`config.mk`:
```
export PLATFORM = sky130hd
export DESIGN_NAME = scaling_matrix_level_scale
export DESIGN_NICKNAME = d
export VERILOG_FILES = /design/src/rtl/sms_pkg.sv /design/src/rtl/sms_ram.sv /design/src/rtl/sms_ctrl.sv /design/src/rtl/sms_datapath.sv /design/src/rtl/scaling_matrix_level_scale.sv
export VERILOG_INCLUDE_DIRS = /design/src /design/src/rtl
export SDC_FILE = /design/constraint.sdc
export NUM_CORES = 2
export LEC_CHECK = 0
export BUFFER_PORTS_ARGS = -buffer_cell sky130_fd_sc_hd__buf_2
export CAP_MARGIN = 20
export CORE_ASPECT_RATIO = 0.75
export CORE_MARGIN = 2
export CORE_UTILIZATION = 35
export CTS_CLUSTER_SIZE = 12
export DETAILED_ROUTE_END_ITERATION = 16
export PLACE_DENSITY = 0.55
export SLEW_MARGIN = 20
export SYNTH_ARGS = -nofsm -noshare
export SYNTH_HDL_FRONTEND = slang
export SYNTH_SLANG_ARGS = --single-unit
```
`constraint.sdc`:
```
create_clock -name clock -period 12.7 [get_ports clock]
set_input_delay 1.905 -clock clock [delete_from_list [all_inputs] [get_ports clock]]
set_output_delay 1.905 -clock clock [all_outputs]
set_load 0.1 [all_outputs]
```
`src/rtl/scaling_matrix_level_scale_macros.svh`:
```
// Assertion macros shared by the scaling matrix RTL.
`ifndef SCALING_MATRIX_LEVEL_SCALE_MACROS_SVH
`define SCALING_MATRIX_LEVEL_SCALE_MACROS_SVH

`ifndef ASSERT_OFF
`define ASSERT_ALWAYS(lbl, clk, rst, expr, msg) \
   lbl: assert property (@(posedge clk) disable iff (rst) (expr)) else $error(msg);
`define ASSERT_IMPL(lbl, clk, rst, pre, post, msg) \
   lbl: assert property (@(posedge clk) disable iff (rst) (pre) |-> (post)) else $error(msg);
`define ASSERT_NEXT(lbl, clk, rst, pre, post, msg) \
   lbl: assert property (@(posedge clk) disable iff (rst) (pre) |=> (post)) else $error(msg);
`else
`define ASSERT_ALWAYS(lbl, clk, rst, expr, msg)
`define ASSERT_IMPL(lbl, clk, rst, pre, post, msg)
`define ASSERT_NEXT(lbl, clk, rst, pre, post, msg)
`endif

`endif

```
`src/rtl/sms_pkg.sv`:
```
// Types, constants, tables and helper functions of the scaling matrix block.
package sms_pkg;

   localparam int NUM_SMALL_LISTS = 6;
   localparam int SMALL_LEN       = 16;
   localparam int LARGE_LEN       = 64;

   localparam logic [7:0] INIT_SCALE = 8'd8;
   localparam logic [7:0] FLAT_SCALE = 8'd16;

   // action codes
   localparam logic [2:0] ACT_START    = 3'd0;
   localparam logic [2:0] ACT_DELTA    = 3'd1;
   localparam logic [2:0] ACT_FALLBACK = 3'd2;
   localparam logic [2:0] ACT_FLAT     = 3'd3;
   localparam logic [2:0] ACT_QUERY    = 3'd4;

   typedef struct packed {
      logic [2:0]        action;
      logic [2:0]        list_index;
      logic signed [7:0] delta_step;
      logic              is_pps;
      logic [5:0]        qp;
      logic [2:0]        row;
      logic [2:0]        col;
   } req_type;

   typedef struct packed {
      logic [13:0] level_scale;
      logic        list_done;
      logic        use_default;
   } rsp_type;

   typedef enum logic [2:0] {
      ST_INIT,
      ST_CLEAR,
      ST_IDLE,
      ST_EXEC,
      ST_QWAIT,
      ST_WALK,
      ST_RESP
   } state_type;

   typedef enum logic [1:0] {
      WALK_FILL,
      WALK_TABLE,
      WALK_COPY,
      WALK_FLAT
   } walk_kind_type;

   typedef enum logic [1:0] {
      FB_NONE,
      FB_TABLE,
      FB_COPY
   } fb_type;

   typedef struct packed {
      logic          capture;
      logic          start_apply;
      logic          delta_apply;
      logic          walk_init;
      walk_kind_type walk_kind;
      logic          walk_step;
      logic          query_read;
      logic          query_mul;
   } ctrl_cmd_type;

   typedef struct packed {
      logic [2:0] action;
      logic       delta_active;
      logic       delta_zero;
      fb_type     fb_kind;
      logic       walk_last;
   } dp_status_type;

   localparam logic [7:0] DEF4_INTRA [16] = '{
      8'd6, 8'd13, 8'd13, 8'd20, 8'd20, 8'd20, 8'd28, 8'd28,
      8'd28, 8'd28, 8'd32, 8'd32, 8'd32, 8'd37, 8'd37, 8'd42};
   localparam logic [7:0] DEF4_INTER [16] = '{
      8'd10, 8'd14, 8'd14, 8'd20, 8'd20, 8'd20, 8'd24, 8'd24,
      8'd24, 8'd24, 8'd27, 8'd27, 8'd27, 8'd30, 8'd30, 8'd34};
   localparam logic [7:0] DEF8_INTRA [64] = '{
      8'd6,  8'd10, 8'd10, 8'd13, 8'd11, 8'd13, 8'd16, 8'd16,
      8'd16, 8'd16, 8'd18, 8'd18, 8'd18, 8'd18, 8'd18, 8'd23,
      8'd23, 8'd23, 8'd23, 8'd23, 8'd23, 8'd25, 8'd25, 8'd25,
      8'd25, 8'd25, 8'd25, 8'd25, 8'd27, 8'd27, 8'd27, 8'd27,
      8'd27, 8'd27, 8'd27, 8'd27, 8'd29, 8'd29, 8'd29, 8'd29,
      8'd29, 8'd29, 8'd29, 8'd31, 8'd31, 8'd31, 8'd31, 8'd31,
      8'd31, 8'd33, 8'd33, 8'd33, 8'd33, 8'd33, 8'd36, 8'd36,
      8'd36, 8'd36, 8'd38, 8'd38, 8'd38, 8'd40, 8'd40, 8'd42};
   localparam logic [7:0] DEF8_INTER [64] = '{
      8'd9,  8'd13, 8'd13, 8'd15, 8'd13, 8'd15, 8'd17, 8'd17,
      8'd17, 8'd17, 8'd19, 8'd19, 8'd19, 8'd19, 8'd19, 8'd21,
      8'd21, 8'd21, 8'd21, 8'd21, 8'd21, 8'd22, 8'd22, 8'd22,
      8'd22, 8'd22, 8'd22, 8'd22, 8'd24, 8'd24, 8'd24, 8'd24,
      8'd24, 8'd24, 8'd24, 8'd24, 8'd25, 8'd25, 8'd25, 8'd25,
      8'd25, 8'd25, 8'd25, 8'd27, 8'd27, 8'd27, 8'd27, 8'd27,
      8'd27, 8'd28, 8'd28, 8'd28, 8'd28, 8'd28, 8'd30, 8'd30,
      8'd30, 8'd30, 8'd32, 8'd32, 8'd32, 8'd33, 8'd33, 8'd35};

   localparam logic [5:0] NORM4 [6][3] = '{
      '{6'd10, 6'd13, 6'd16}, '{6'd11, 6'd14, 6'd18}, '{6'd13, 6'd16, 6'd20},
      '{6'd14, 6'd18, 6'd23}, '{6'd16, 6'd20, 6'd25}, '{6'd18, 6'd23, 6'd29}};
   localparam logic [5:0] NORM8 [6][6] = '{
      '{6'd20, 6'd18, 6'd32, 6'd19, 6'd25, 6'd24},
      '{6'd22, 6'd19, 6'd35, 6'd21, 6'd28, 6'd26},
      '{6'd26, 6'd23, 6'd42, 6'd24, 6'd33, 6'd31},
      '{6'd28, 6'd25, 6'd45, 6'd26, 6'd35, 6'd33},
      '{6'd32, 6'd28, 6'd51, 6'd30, 6'd40, 6'd38},
      '{6'd36, 6'd32, 6'd58, 6'd34, 6'd46, 6'd43}};

   localparam logic [3:0] ZZ4 [16] = '{
      4'd0, 4'd1, 4'd5, 4'd6, 4'd2, 4'd4, 4'd7, 4'd12,
      4'd3, 4'd8, 4'd11, 4'd13, 4'd9, 4'd10, 4'd14, 4'd15};
   localparam logic [5:0] ZZ8 [64] = '{
      6'd0,  6'd1,  6'd5,  6'd6,  6'd14, 6'd15, 6'd27, 6'd28,
      6'd2,  6'd4,  6'd7,  6'd13, 6'd16, 6'd26, 6'd29, 6'd42,
      6'd3,  6'd8,  6'd12, 6'd17, 6'd25, 6'd30, 6'd41, 6'd43,
      6'd9,  6'd11, 6'd18, 6'd24, 6'd31, 6'd40, 6'd44, 6'd53,
      6'd10, 6'd19, 6'd23, 6'd32, 6'd39, 6'd45, 6'd52, 6'd54,
      6'd20, 6'd22, 6'd33, 6'd38, 6'd46, 6'd51, 6'd55, 6'd60,
      6'd21, 6'd34, 6'd37, 6'd47, 6'd50, 6'd56, 6'd59, 6'd61,
      6'd35, 6'd36, 6'd48, 6'd49, 6'd57, 6'd58, 6'd62, 6'd63};

   function automatic logic is_small(input logic [2:0] idx);
      is_small = (idx < 3'(NUM_SMALL_LISTS));
   endfunction

   function automatic logic [6:0] list_len(input logic [2:0] idx);
      list_len = is_small(idx) ? 7'(SMALL_LEN) : 7'(LARGE_LEN);
   endfunction

   // 4x4 lists packed first, then the 8x8 lists
   function automatic logic [7:0] list_base(input logic [2:0] idx);
      if (is_small(idx)) begin
         list_base = {1'b0, idx, 4'b0000};
      end else begin
         list_base = 8'(NUM_SMALL_LISTS * SMALL_LEN) + {1'b0, idx[0], 6'b000000};
      end
   endfunction

   function automatic logic [7:0] default_entry(input logic [2:0] idx, input logic [5:0] pos);
      if (idx < 3'd3) begin
         default_entry = DEF4_INTRA[pos[3:0]];
      end else if (is_small(idx)) begin
         default_entry = DEF4_INTER[pos[3:0]];
      end else if (idx == 3'd6) begin
         default_entry = DEF8_INTRA[pos];
      end else begin
         default_entry = DEF8_INTER[pos];
      end
   endfunction

   // residue mod 3 from base-4 digit sum, parity picks between r and r+3
   function automatic logic [2:0] mod6(input logic [5:0] v);
      logic [3:0] s;
      logic [1:0] m;
      s = {2'b00, v[5:4]} + {2'b00, v[3:2]} + {2'b00, v[1:0]};
      case (s)
         4'd1, 4'd4, 4'd7: m = 2'd1;
         4'd2, 4'd5, 4'd8: m = 2'd2;
         default:          m = 2'd0;
      endcase
      mod6 = (m[0] == v[0]) ? {1'b0, m} : {1'b0, m} + 3'd3;
   endfunction

   function automatic logic [2:0] class8(input logic [2:0] i, input logic [2:0] j);
      if (i[1:0] == 2'd0 && j[1:0] == 2'd0) begin
         class8 = 3'd0;
      end else if (i[0] && j[0]) begin
         class8 = 3'd1;
      end else if (i[1:0] == 2'd2 && j[1:0] == 2'd2) begin
         class8 = 3'd2;
      end else if ((i[1:0] == 2'd0 && j[0]) || (i[0] && j[1:0] == 2'd0)) begin
         class8 = 3'd3;
      end else if ((i[1:0] == 2'd0 && j[1:0] == 2'd2) ||
                   (i[1:0] == 2'd2 && j[1:0] == 2'd0)) begin
         class8 = 3'd4;
      end else begin
         class8 = 3'd5;
      end
   endfunction

endpackage

```
`src/rtl/sms_ram.sv`:
```
// Generic single-write, single-read RAM with registered read data.
module sms_ram #(
   parameter int WIDTH = 8,
   parameter int DEPTH = 224,
   localparam int AW = $clog2(DEPTH)
) (
   input  logic             clock,
   input  logic             wr_en,
   input  logic [AW-1:0]    wr_addr,
   input  logic [WIDTH-1:0] wr_data,
   input  logic             rd_en,
   input  logic [AW-1:0]    rd_addr,
   output logic [WIDTH-1:0] rd_data
);

   logic [WIDTH-1:0] mem [DEPTH];
   logic [WIDTH-1:0] rd_data_ff;

   always_ff @(posedge clock) begin
      if (wr_en) begin
         mem[wr_addr] <= wr_data;
      end
      if (rd_en) begin
         rd_data_ff <= mem[rd_addr];
      end
   end

   assign rd_data = rd_data_ff;

endmodule

```
`src/rtl/sms_ctrl.sv`:
```
// Sequencer of the scaling matrix block: clearing pass, decode, walks, response.
`include "scaling_matrix_level_scale_macros.svh"

module sms_ctrl (
   input  logic                   clock,
   input  logic                   reset,
   input  logic                   start,
   input  sms_pkg::dp_status_type status,
   output sms_pkg::ctrl_cmd_type  cmd,
   output logic                   busy,
   output logic                   rsp_valid
);

   sms_pkg::state_type state_ff, state_in;

   always_ff @(posedge clock) begin
      if (reset) begin
         state_ff <= sms_pkg::ST_INIT;
      end else begin
         state_ff <= state_in;
      end
   end

   always_comb begin
      state_in = state_ff;
      case (state_ff)
         sms_pkg::ST_INIT: begin
            state_in = sms_pkg::ST_CLEAR;
         end
         sms_pkg::ST_CLEAR: begin
            if (status.walk_last) state_in = sms_pkg::ST_IDLE;
         end
         sms_pkg::ST_IDLE: begin
            if (start) state_in = sms_pkg::ST_EXEC;
         end
         sms_pkg::ST_EXEC: begin
            case (status.action)
               sms_pkg::ACT_DELTA: begin
                  if (status.delta_active && status.delta_zero) state_in = sms_pkg::ST_WALK;
                  else state_in = sms_pkg::ST_RESP;
               end
               sms_pkg::ACT_FALLBACK: begin
                  if (status.fb_kind != sms_pkg::FB_NONE) state_in = sms_pkg::ST_WALK;
                  else state_in = sms_pkg::ST_RESP;
               end
               sms_pkg::ACT_FLAT:  state_in = sms_pkg::ST_WALK;
               sms_pkg::ACT_QUERY: state_in = sms_pkg::ST_QWAIT;
               default:            state_in = sms_pkg::ST_RESP;
            endcase
         end
         sms_pkg::ST_QWAIT: begin
            state_in = sms_pkg::ST_RESP;
         end
         sms_pkg::ST_WALK: begin
            if (status.walk_last) state_in = sms_pkg::ST_RESP;
         end
         sms_pkg::ST_RESP: begin
            state_in = sms_pkg::ST_IDLE;
         end
         default: begin
            state_in = sms_pkg::ST_INIT;
         end
      endcase
   end

   always_comb begin
      cmd           = '0;
      cmd.walk_kind = sms_pkg::WALK_FILL;
      rsp_valid     = 1'b0;
      busy          = 1'b1;
      case (state_ff)
         sms_pkg::ST_INIT: begin
            cmd.walk_init = 1'b1;
            cmd.walk_kind = sms_pkg::WALK_FLAT;
         end
         sms_pkg::ST_CLEAR: begin
            cmd.walk_step = 1'b1;
         end
         sms_pkg::ST_IDLE: begin
            busy        = 1'b0;
            cmd.capture = start;
         end
         sms_pkg::ST_EXEC: begin
            case (status.action)
               sms_pkg::ACT_START: begin
                  cmd.start_apply = 1'b1;
               end
               sms_pkg::ACT_DELTA: begin
                  cmd.delta_apply = status.delta_active;
                  cmd.walk_init   = status.delta_active && status.delta_zero;
                  cmd.walk_kind   = sms_pkg::WALK_FILL;
               end
               sms_pkg::ACT_FALLBACK: begin
                  cmd.walk_init = (status.fb_kind != sms_pkg::FB_NONE);
                  cmd.walk_kind = (status.fb_kind == sms_pkg::FB_COPY) ?
                                  sms_pkg::WALK_COPY : sms_pkg::WALK_TABLE;
               end
               sms_pkg::ACT_FLAT: begin
                  cmd.walk_init = 1'b1;
                  cmd.walk_kind = sms_pkg::WALK_FLAT;
               end
               sms_pkg::ACT_QUERY: begin
                  cmd.query_read = 1'b1;
               end
               default: begin
                  cmd.capture = 1'b0;
               end
            endcase
         end
         sms_pkg::ST_QWAIT: begin
            cmd.query_mul = 1'b1;
         end
         sms_pkg::ST_WALK: begin
            cmd.walk_step = 1'b1;
         end
         sms_pkg::ST_RESP: begin
            rsp_valid = 1'b1;
         end
         default: begin
            busy = 1'b1;
         end
      endcase
   end

   `ASSERT_NEXT(a_rsp_single, clock, reset, rsp_valid, !rsp_valid && !busy, "response longer than one cycle")
   `ASSERT_NEXT(a_accept_busy, clock, reset, start && !busy, busy && !rsp_valid, "accepted transaction not held busy")
   `ASSERT_NEXT(a_walk_resp, clock, reset, state_ff == sms_pkg::ST_WALK && status.walk_last, rsp_valid, "walk end without response")

endmodule

```
`src/rtl/sms_datapath.sv`:
```
// Datapath: list state, walk counter, RAM port muxing and level-scale multiply.
`include "scaling_matrix_level_scale_macros.svh"

module sms_datapath #(
   parameter int DEPTH = 224,
   localparam int AW = $clog2(DEPTH)
) (
   input  logic                   clock,
   input  logic                   reset,
   input  sms_pkg::req_type       req_data,
   input  sms_pkg::ctrl_cmd_type  cmd,
   input  logic                   csr_valid,
   input  logic                   csr_ready,
   input  logic                   csr_data,
   output sms_pkg::dp_status_type status,
   output sms_pkg::rsp_type       rsp_data
);

   sms_pkg::req_type       req_ff, req_in;
   logic                   seq_ff, seq_in;
   logic [7:0]             marks_ff, marks_in;
   logic [7:0]             last_ff, last_in;
   logic [7:0]             next_ff, next_in;
   logic [6:0]             fill_ff, fill_in;
   logic [2:0]             open_ff, open_in;
   logic [AW-1:0]          cnt_ff, cnt_in;
   logic [AW-1:0]          end_ff, end_in;
   logic [AW-1:0]          wr_base_ff, wr_base_in;
   logic [AW-1:0]          rd_base_ff, rd_base_in;
   sms_pkg::walk_kind_type kind_ff, kind_in;
   logic [13:0]            prod_ff, prod_in;

   logic [7:0]    new_scale;
   logic [6:0]    open_len;
   logic [AW-1:0] open_base;
   logic [AW-1:0] req_base;
   logic          delta_active;
   logic          delta_zero;
   logic          walk_last;
   logic          fb_dflt;
   logic          fb_rule_b;
   logic          fb_top;
   sms_pkg::fb_type fb_kind;

   logic          wr_en;
   logic [AW-1:0] wr_addr;
   logic [7:0]    wr_data;
   logic          rd_en;
   logic [AW-1:0] rd_addr;
   logic [7:0]    rd_data;
   logic [5:0]    zz_off;
   logic [2:0]    q_mod;
   logic [5:0]    norm;

   assign new_scale    = last_ff + 8'(req_ff.delta_step);
   assign open_len     = sms_pkg::list_len(open_ff);
   assign open_base    = AW'(sms_pkg::list_base(open_ff));
   assign req_base     = AW'(sms_pkg::list_base(req_ff.list_index));
   assign delta_active = (next_ff != 8'd0) && (fill_ff < open_len);
   assign delta_zero   = (new_scale == 8'd0);
   assign walk_last    = (cnt_ff == end_ff);

   // lists 0, 3, 6, 7 head their group and never inherit
   assign fb_dflt   = marks_ff[req_ff.list_index];
   assign fb_rule_b = req_ff.is_pps && seq_ff;
   assign fb_top    = (req_ff.list_index == 3'd0) || (req_ff.list_index == 3'd3) ||
                      (req_ff.list_index == 3'd6) || (req_ff.list_index == 3'd7);

   always_comb begin
      if (fb_top) begin
         fb_kind = (fb_dflt || !fb_rule_b) ? sms_pkg::FB_TABLE : sms_pkg::FB_NONE;
      end else begin
         fb_kind = fb_dflt ? sms_pkg::FB_TABLE : sms_pkg::FB_COPY;
      end
   end

   assign status.action       = req_ff.action;
   assign status.delta_active = delta_active;
   assign status.delta_zero   = delta_zero;
   assign status.fb_kind      = fb_kind;
   assign status.walk_last    = walk_last;

   // architectural list state and configuration
   always_comb begin
      req_in   = req_ff;
      seq_in   = seq_ff;
      marks_in = marks_ff;
      last_in  = last_ff;
      next_in  = next_ff;
      fill_in  = fill_ff;
      open_in  = open_ff;
      if (cmd.capture) req_in = req_data;
      if (csr_valid && csr_ready) seq_in = csr_data;
      if (cmd.start_apply) begin
         open_in  = req_ff.list_index;
         last_in  = sms_pkg::INIT_SCALE;
         next_in  = sms_pkg::INIT_SCALE;
         fill_in  = 7'd0;
         marks_in[req_ff.list_index] = 1'b0;
      end
      if (cmd.delta_apply) begin
         next_in = new_scale;
         marks_in[open_ff] = (fill_ff == 7'd0) && delta_zero;
         if (delta_zero) begin
            // rest of the list is written by the fill walk
            fill_in = open_len;
         end else begin
            last_in = new_scale;
            fill_in = fill_ff + 7'd1;
         end
      end
   end

   // walk counter and bounds
   always_comb begin
      cnt_in     = cnt_ff;
      end_in     = end_ff;
      wr_base_in = wr_base_ff;
      rd_base_in = rd_base_ff;
      kind_in    = kind_ff;
      if (cmd.walk_init) begin
         kind_in    = cmd.walk_kind;
         cnt_in     = '0;
         rd_base_in = req_base - AW'(sms_pkg::SMALL_LEN);
         case (cmd.walk_kind)
            sms_pkg::WALK_FILL: begin
               cnt_in     = AW'(fill_ff);
               end_in     = AW'(open_len - 7'd1);
               wr_base_in = open_base;
            end
            sms_pkg::WALK_TABLE: begin
               end_in     = AW'(sms_pkg::list_len(req_ff.list_index) - 7'd1);
               wr_base_in = req_base;
            end
            sms_pkg::WALK_COPY: begin
               // one extra step: each write trails its registered read
               end_in     = AW'(sms_pkg::SMALL_LEN);
               wr_base_in = req_base - AW'(1);
            end
            default: begin
               end_in     = AW'(DEPTH - 1);
               wr_base_in = '0;
            end
         endcase
      end else if (cmd.walk_step) begin
         cnt_in = cnt_ff + AW'(1);
      end
   end

   // RAM ports
   always_comb begin
      wr_en   = 1'b0;
      wr_addr = wr_base_ff + cnt_ff;
      wr_data = sms_pkg::FLAT_SCALE;
      if (cmd.walk_step) begin
         case (kind_ff)
            sms_pkg::WALK_FILL:  wr_data = last_ff;
            sms_pkg::WALK_TABLE: wr_data = sms_pkg::default_entry(req_ff.list_index, cnt_ff[5:0]);
            sms_pkg::WALK_COPY:  wr_data = rd_data;
            default:             wr_data = sms_pkg::FLAT_SCALE;
         endcase
         wr_en = (kind_ff != sms_pkg::WALK_COPY) || (cnt_ff != '0);
      end else if (cmd.delta_apply && !delta_zero) begin
         wr_en   = 1'b1;
         wr_addr = open_base + AW'(fill_ff);
         wr_data = new_scale;
      end
   end

   always_comb begin
      if (sms_pkg::is_small(req_ff.list_index)) begin
         zz_off = {2'b00, sms_pkg::ZZ4[{req_ff.row[1:0], req_ff.col[1:0]}]};
      end else begin
         zz_off = sms_pkg::ZZ8[{req_ff.row, req_ff.col}];
      end
      rd_en   = 1'b0;
      rd_addr = req_base + AW'(zz_off);
      if (cmd.query_read) begin
         rd_en = 1'b1;
      end else if (cmd.walk_step && kind_ff == sms_pkg::WALK_COPY && !walk_last) begin
         rd_en   = 1'b1;
         rd_addr = rd_base_ff + cnt_ff;
      end
   end

   sms_ram #(
      .WIDTH(8),
      .DEPTH(DEPTH)
   ) u_ram (
      .clock   (clock),
      .wr_en   (wr_en),
      .wr_addr (wr_addr),
      .wr_data (wr_data),
      .rd_en   (rd_en),
      .rd_addr (rd_addr),
      .rd_data (rd_data)
   );

   // level scale: normAdjust by position class times the stored weight
   always_comb begin
      q_mod = sms_pkg::mod6(req_ff.qp);
      if (sms_pkg::is_small(req_ff.list_index)) begin
         norm = sms_pkg::NORM4[q_mod][{1'b0, req_ff.row[0]} + {1'b0, req_ff.col[0]}];
      end else begin
         norm = sms_pkg::NORM8[q_mod][sms_pkg::class8(req_ff.row, req_ff.col)];
      end
      prod_in = prod_ff;
      if (cmd.query_mul) prod_in = 14'(norm) * 14'(rd_data);
   end

   always_ff @(posedge clock) begin
      if (reset) begin
         seq_ff   <= 1'b0;
         marks_ff <= '0;
         last_ff  <= sms_pkg::INIT_SCALE;
         next_ff  <= sms_pkg::INIT_SCALE;
         fill_ff  <= 7'd0;
         open_ff  <= 3'd0;
      end else begin
         seq_ff   <= seq_in;
         marks_ff <= marks_in;
         last_ff  <= last_in;
         next_ff  <= next_in;
         fill_ff  <= fill_in;
         open_ff  <= open_in;
      end
   end

   always_ff @(posedge clock) begin
      req_ff     <= req_in;
      cnt_ff     <= cnt_in;
      end_ff     <= end_in;
      wr_base_ff <= wr_base_in;
      rd_base_ff <= rd_base_in;
      kind_ff    <= kind_in;
      prod_ff    <= prod_in;
   end

   assign rsp_data.level_scale = (req_ff.action == sms_pkg::ACT_QUERY) ? prod_ff : 14'd0;
   assign rsp_data.list_done   = (req_ff.action == sms_pkg::ACT_DELTA) &&
                                 ((next_ff == 8'd0) || (fill_ff >= open_len));
   assign rsp_data.use_default = (req_ff.action == sms_pkg::ACT_DELTA) && marks_ff[open_ff];

   `ASSERT_ALWAYS(a_fill_bound, clock, reset, fill_ff <= sms_pkg::list_len(open_ff), "fill position beyond list")
   `ASSERT_IMPL(a_mark_closed, clock, reset, marks_ff[open_ff], next_ff == 8'd0, "use-default mark on a list still open")
   `ASSERT_NEXT(a_delta_step, clock, reset, cmd.delta_apply && !delta_zero, fill_ff == $past(fill_ff) + 7'd1, "delta write did not advance fill")

endmodule

```
`src/rtl/scaling_matrix_level_scale.sv`:
```
// Top level of the H.264 scaling list store and dequant level-scale unit.
//
// Input: a transaction is taken when start is high and busy is low; req_data
// carries the action and its operands. Every transaction gives exactly one
// result: rsp_valid is high for one cycle with rsp_data, and the receiver
// must take it then (it cannot stall the block).
// Configuration: csr_data is written to seq_lists_present when csr_valid and
// csr_ready are high; csr_ready is always high. Write only while idle.
// Walks (busy stays high while one runs; a query instead does a registered
// RAM read, then the multiply; start, ignored delta, no-op fallback, a delta
// storing one scale and unused codes do no walk):
//   delta ending the list: entries left to fill (up to 64)
//   fallback to default table: list length (16 or 64)
//   fallback copy of a 4x4 list: 16 entries, read and write overlapping
//   flat fill: store depth (224 at the default parameter)
// The list RAM has one write and one registered read port; every multi-entry
// action walks it one entry per cycle.
// Reset: synchronous; afterwards the block runs a clearing pass that writes 16
// to every entry, one per cycle, with busy high.
module scaling_matrix_level_scale #(
   parameter int NUM_LARGE_LISTS = 2
) (
   input  logic             clock,
   input  logic             reset,
   input  logic             start,
   output logic             busy,
   input  sms_pkg::req_type req_data,
   output logic             rsp_valid,
   output sms_pkg::rsp_type rsp_data,
   input  logic             csr_valid,
   output logic             csr_ready,
   input  logic             csr_data
);

   localparam int DEPTH = sms_pkg::NUM_SMALL_LISTS * sms_pkg::SMALL_LEN +
                          NUM_LARGE_LISTS * sms_pkg::LARGE_LEN;

   sms_pkg::ctrl_cmd_type  cmd;
   sms_pkg::dp_status_type status;

   assign csr_ready = 1'b1;

   sms_ctrl u_ctrl (
      .clock     (clock),
      .reset     (reset),
      .start     (start),
      .status    (status),
      .cmd       (cmd),
      .busy      (busy),
      .rsp_valid (rsp_valid)
   );

   sms_datapath #(
      .DEPTH(DEPTH)
   ) u_datapath (
      .clock     (clock),
      .reset     (reset),
      .req_data  (req_data),
      .cmd       (cmd),
      .csr_valid (csr_valid),
      .csr_ready (csr_ready),
      .csr_data  (csr_data),
      .status    (status),
      .rsp_data  (rsp_data)
   );

endmodule
```
==> metrics.yaml <==
logic_synthesis:
  ys_seq_elements: 1903
  synthAdderAreaFrac_pct: 1.879
  synth_xor_area_share_pct: 0.5018
  synth_top_cell_by_area: "edfxtp_1"
  synthFlopType: "edfxtp_1"
  synth-compound-area-share_pct: 6.645
  yosys.area_share.simple_pct: 16.54
  yosysUniqueCellTypes: 91
  synth_top_area_share_pct: 68.27
  yosys-top-cells-area: "edfxtp_1, nand2_1, nand3_1"
  netlist_area_um2: 82040
  synth_top_family_by_area: "simple AND/OR/NAND/NOR gates"
  synthMuxAreaShare_pct: 2.498
  ys_seq_area_share_pct: 69.19
  synth_cells: 6700
  synth_warnings: 0
  synth_edf_count: 1865
  avgSynthCellArea_um2: 12.24
  async_reset_ff_share_pct: 0
floorplan:
  core_area_um2: 232400
  die_w_um: 563.0
  ios: 51
  rows: 153
  initial_core_util_pct: 35.30
  die_area_um2: 238300
  die_y_um: 423.3
sta:
  holdWs_ns: 0.4596
  rsz0062_at_grt: "no"
  min_period_ns: 9.264
  hold_viol_final: 0
  relSlewSlack_pct: 15.15
  worstMarginPinSlew_ns: 1.259
  finalSetupViolCount: 0
  tns_ns: 0
  fmax_mhz: 107.9
  period_share_pct: 72.94
  maxSlewViolCount: 0
  skew_ns: 0.04907
global_route:
  grt_pass1_wl_um: 367700
  grt_max_degree: 186
  grt-ovfl-total: 0
  grt_pass1_vias: 51533
  grt.total_usage_pct: 20.74
  antenna_found_initial: 12
layout:
  multi_input_area_um2: 23330
  final_cell_area_um2: 90920
  synthToLayoutAreaGrowth_pct: 10.83
  final_nets: 6789
  nFillCells: 22039
  stdcell_count: 9819
  drive_gt1_share_pct: 7.358
  seq_area_um2: 56760
  final_core_util_pct: 39.12
critical_path:
  cp_slowest_cell: "a21oi_1"
  arrival_ns: 9.82
  critPathKind: "register to register"
  critical_path.endpoint_type: "register"
  crit_top_cell: "fa_1"
  setup.worst_path.start_class: "register"
  worstPathMaxFanout: 13
  slowest_delay_ns: 0.64
  cp_data_required_time_ns: 13.25
drt:
  drt_iter0_drc: 7554
  dr.pass1.iters: 6
  ant_nets: 0
  vias: 55236
  viasPerCell: 5.625
  drt-wirelength-per-cell_um: 25.72
  drc: 0
  routed_wl_um: 252500
clock_tree:
  cts_htree_levels: 4
  postCtsHoldBufs: 0
  clock_latency_ns: 0.84
  clk_path_buf_depth: 4
  cts_buffers: 191
  clkSinkCount: 1903
  cts_resized: 0
  path_clk_slew_ns: 0.06
  tritoncts: "done"
  cts_setup_buffers: 0
  cts-root-buf: "clkbuf_16"
power:
  cellPowerDensity_nw_per_um2: 143.1
  ir_drop_uv: 111.2
  leakagePower_nw: 31.10
placed_design:
  io_buffers: 49
  hpwlAfterDp_um: 152300
  gp_congestion: 0.8416
  numPlacedInstances: 9559
  placed_area_um2: 85670
outcome:
  status: "finished clean"
job:
  drv_cap: 0
hold_path:
  hold_class: "register to register"
-- cell usage after synthesis, types with 11 or more instances --
master,number
clkbuf_1,148
nand2b_1,29
mux2_2,19
nand3_1,683
inv_1,80
a221oi_1,18
dfxtp_1,38
o22ai_1,29
a311oi_1,43
edfxtp_1,1865
a32oi_1,14
a31oi_1,130
o21bai_1,14
fa_1,32
nand2_1,1685
a21o_1,19
buf_1,54
and3_1,139
nor2b_1,15
nor3_1,51
o21ai_0,109
o211ai_1,20
buf_2,209
ha_1,72
mux4_2,11
o221ai_1,11
nor4_1,29
a211oi_1,38
a21oi_1,244
nand4_1,33
a22oi_1,18
a211o_1,11
or3_1,19
xnor2_1,31
buf_4,12
xor2_1,16
and2_1,39
a311o_1,15
nor2_1,351
mux2i_1,156
-- per-stage QoR --
stage	power (mW)	worst slack, ns
2_1_floorplan	7.655	0.1212
3_3_place_gp	8.008	3.452
3_5_place_dp	8.016	3.491
4_1_cts	13.06	3.463
5_1_grt	13.37	2.707
6_report	13.01	3.436
-- cell usage in the layout (no fill, tap or decap), drive strengths merged, types with 20 or more instances in the layout --
cell    netlist  final
a211oi       38     38
and3        139    139
o22ai        29     29
nand3       683    683
xnor2        31     31
and2         40     40
nand2      1686   1686
inv          80     83
dfxtp        38     38
buf         279    186
a311oi       43     43
a31oi       130    130
nor2        351    351
edfxtp     1865   1865
ha           72     72
nand2b       29     29
mux2         21     21
fa           32     32
nand4        33     33
o21ai       117    117
o211ai       20     20
a21oi       245    245
clkbuf      148    230
nor4         31     31
mux2i       156    156
nor3         51     51
-- worst paths after layout --
kind                    startpoint                endpoint  slack (ns)  depth (start not counted)
max reg2reg   u_datapath.req_ff[8]  u_datapath.prod_ff[13]        3.44                         35
max           u_datapath.req_ff[8]  u_datapath.prod_ff[13]        3.44                         35
min          u_datapath.next_ff[4]   u_datapath.next_ff[4]        0.46                          2
min reg2reg  u_datapath.next_ff[4]   u_datapath.next_ff[4]        0.46                          2
-- sequential cells by signal, indices dropped and copies added, names as in the netlist, 8 cells and up --
name                      cells
u_datapath.u_ram.mem       1792
u_datapath.req_ff            24
u_datapath.prod_ff           14
u_datapath.cnt_ff             8
u_datapath.last_ff            8
u_datapath.marks_ff           8
u_datapath.next_ff            8
u_datapath.u_ram.rd_data      8
-- worst max-delay path, delay by kind of cell, from the launching register on --
kind / cells / cell delay [ns]
AOI/OAI and AO/OA: 11 / 2.74
adders and majority gates: 9 / 3.76
and+or+nand+nor: 9 / 1.07
buffers and inverters: 4 / 0.68
xor gates and xnor gates: 2 / 0.37
DFF: 1 / 0.37
-- cell type report --
class	count	share of cell area (%)
Antenna cell	5	0.01376
Multi-Input combinational cell	4290	25.67
Sequential cell	1903	62.43
Clock inverter	24	0.2284
Tap cell	3100	4.266
Inverter	81	0.3344
Clock buffer	230	5.510
Timing Repair Buffer	186	1.547
-- cell families after synthesis --
kind of cell    count (synthesis)
other cells                     1
compound gates                831
buf+inv                       508
fa+ha+maj                     104
mux                           188
xor+xnor                       47
flops                        1903
simple gates                 3118
-- layer usage --
layer,GRT usage [%],vias up,share of wire (%)
met5,0.8065,-,0.11
met4,5.168,2,2.3
met3,4.370,317,11
met2,28.52,2657,41
met1,32.64,27871,46
li1,-,24389,-
-- power by group --
part | switching [mW] | total, mW | internal, mW
clock network | 2.31 | 5.11 | 2.80
logic | 0.716 | 0.934 | 0.218
registers | 0.0245 | 6.97 | 6.94
No activity file was read; power rests on OpenSTA's default activity.
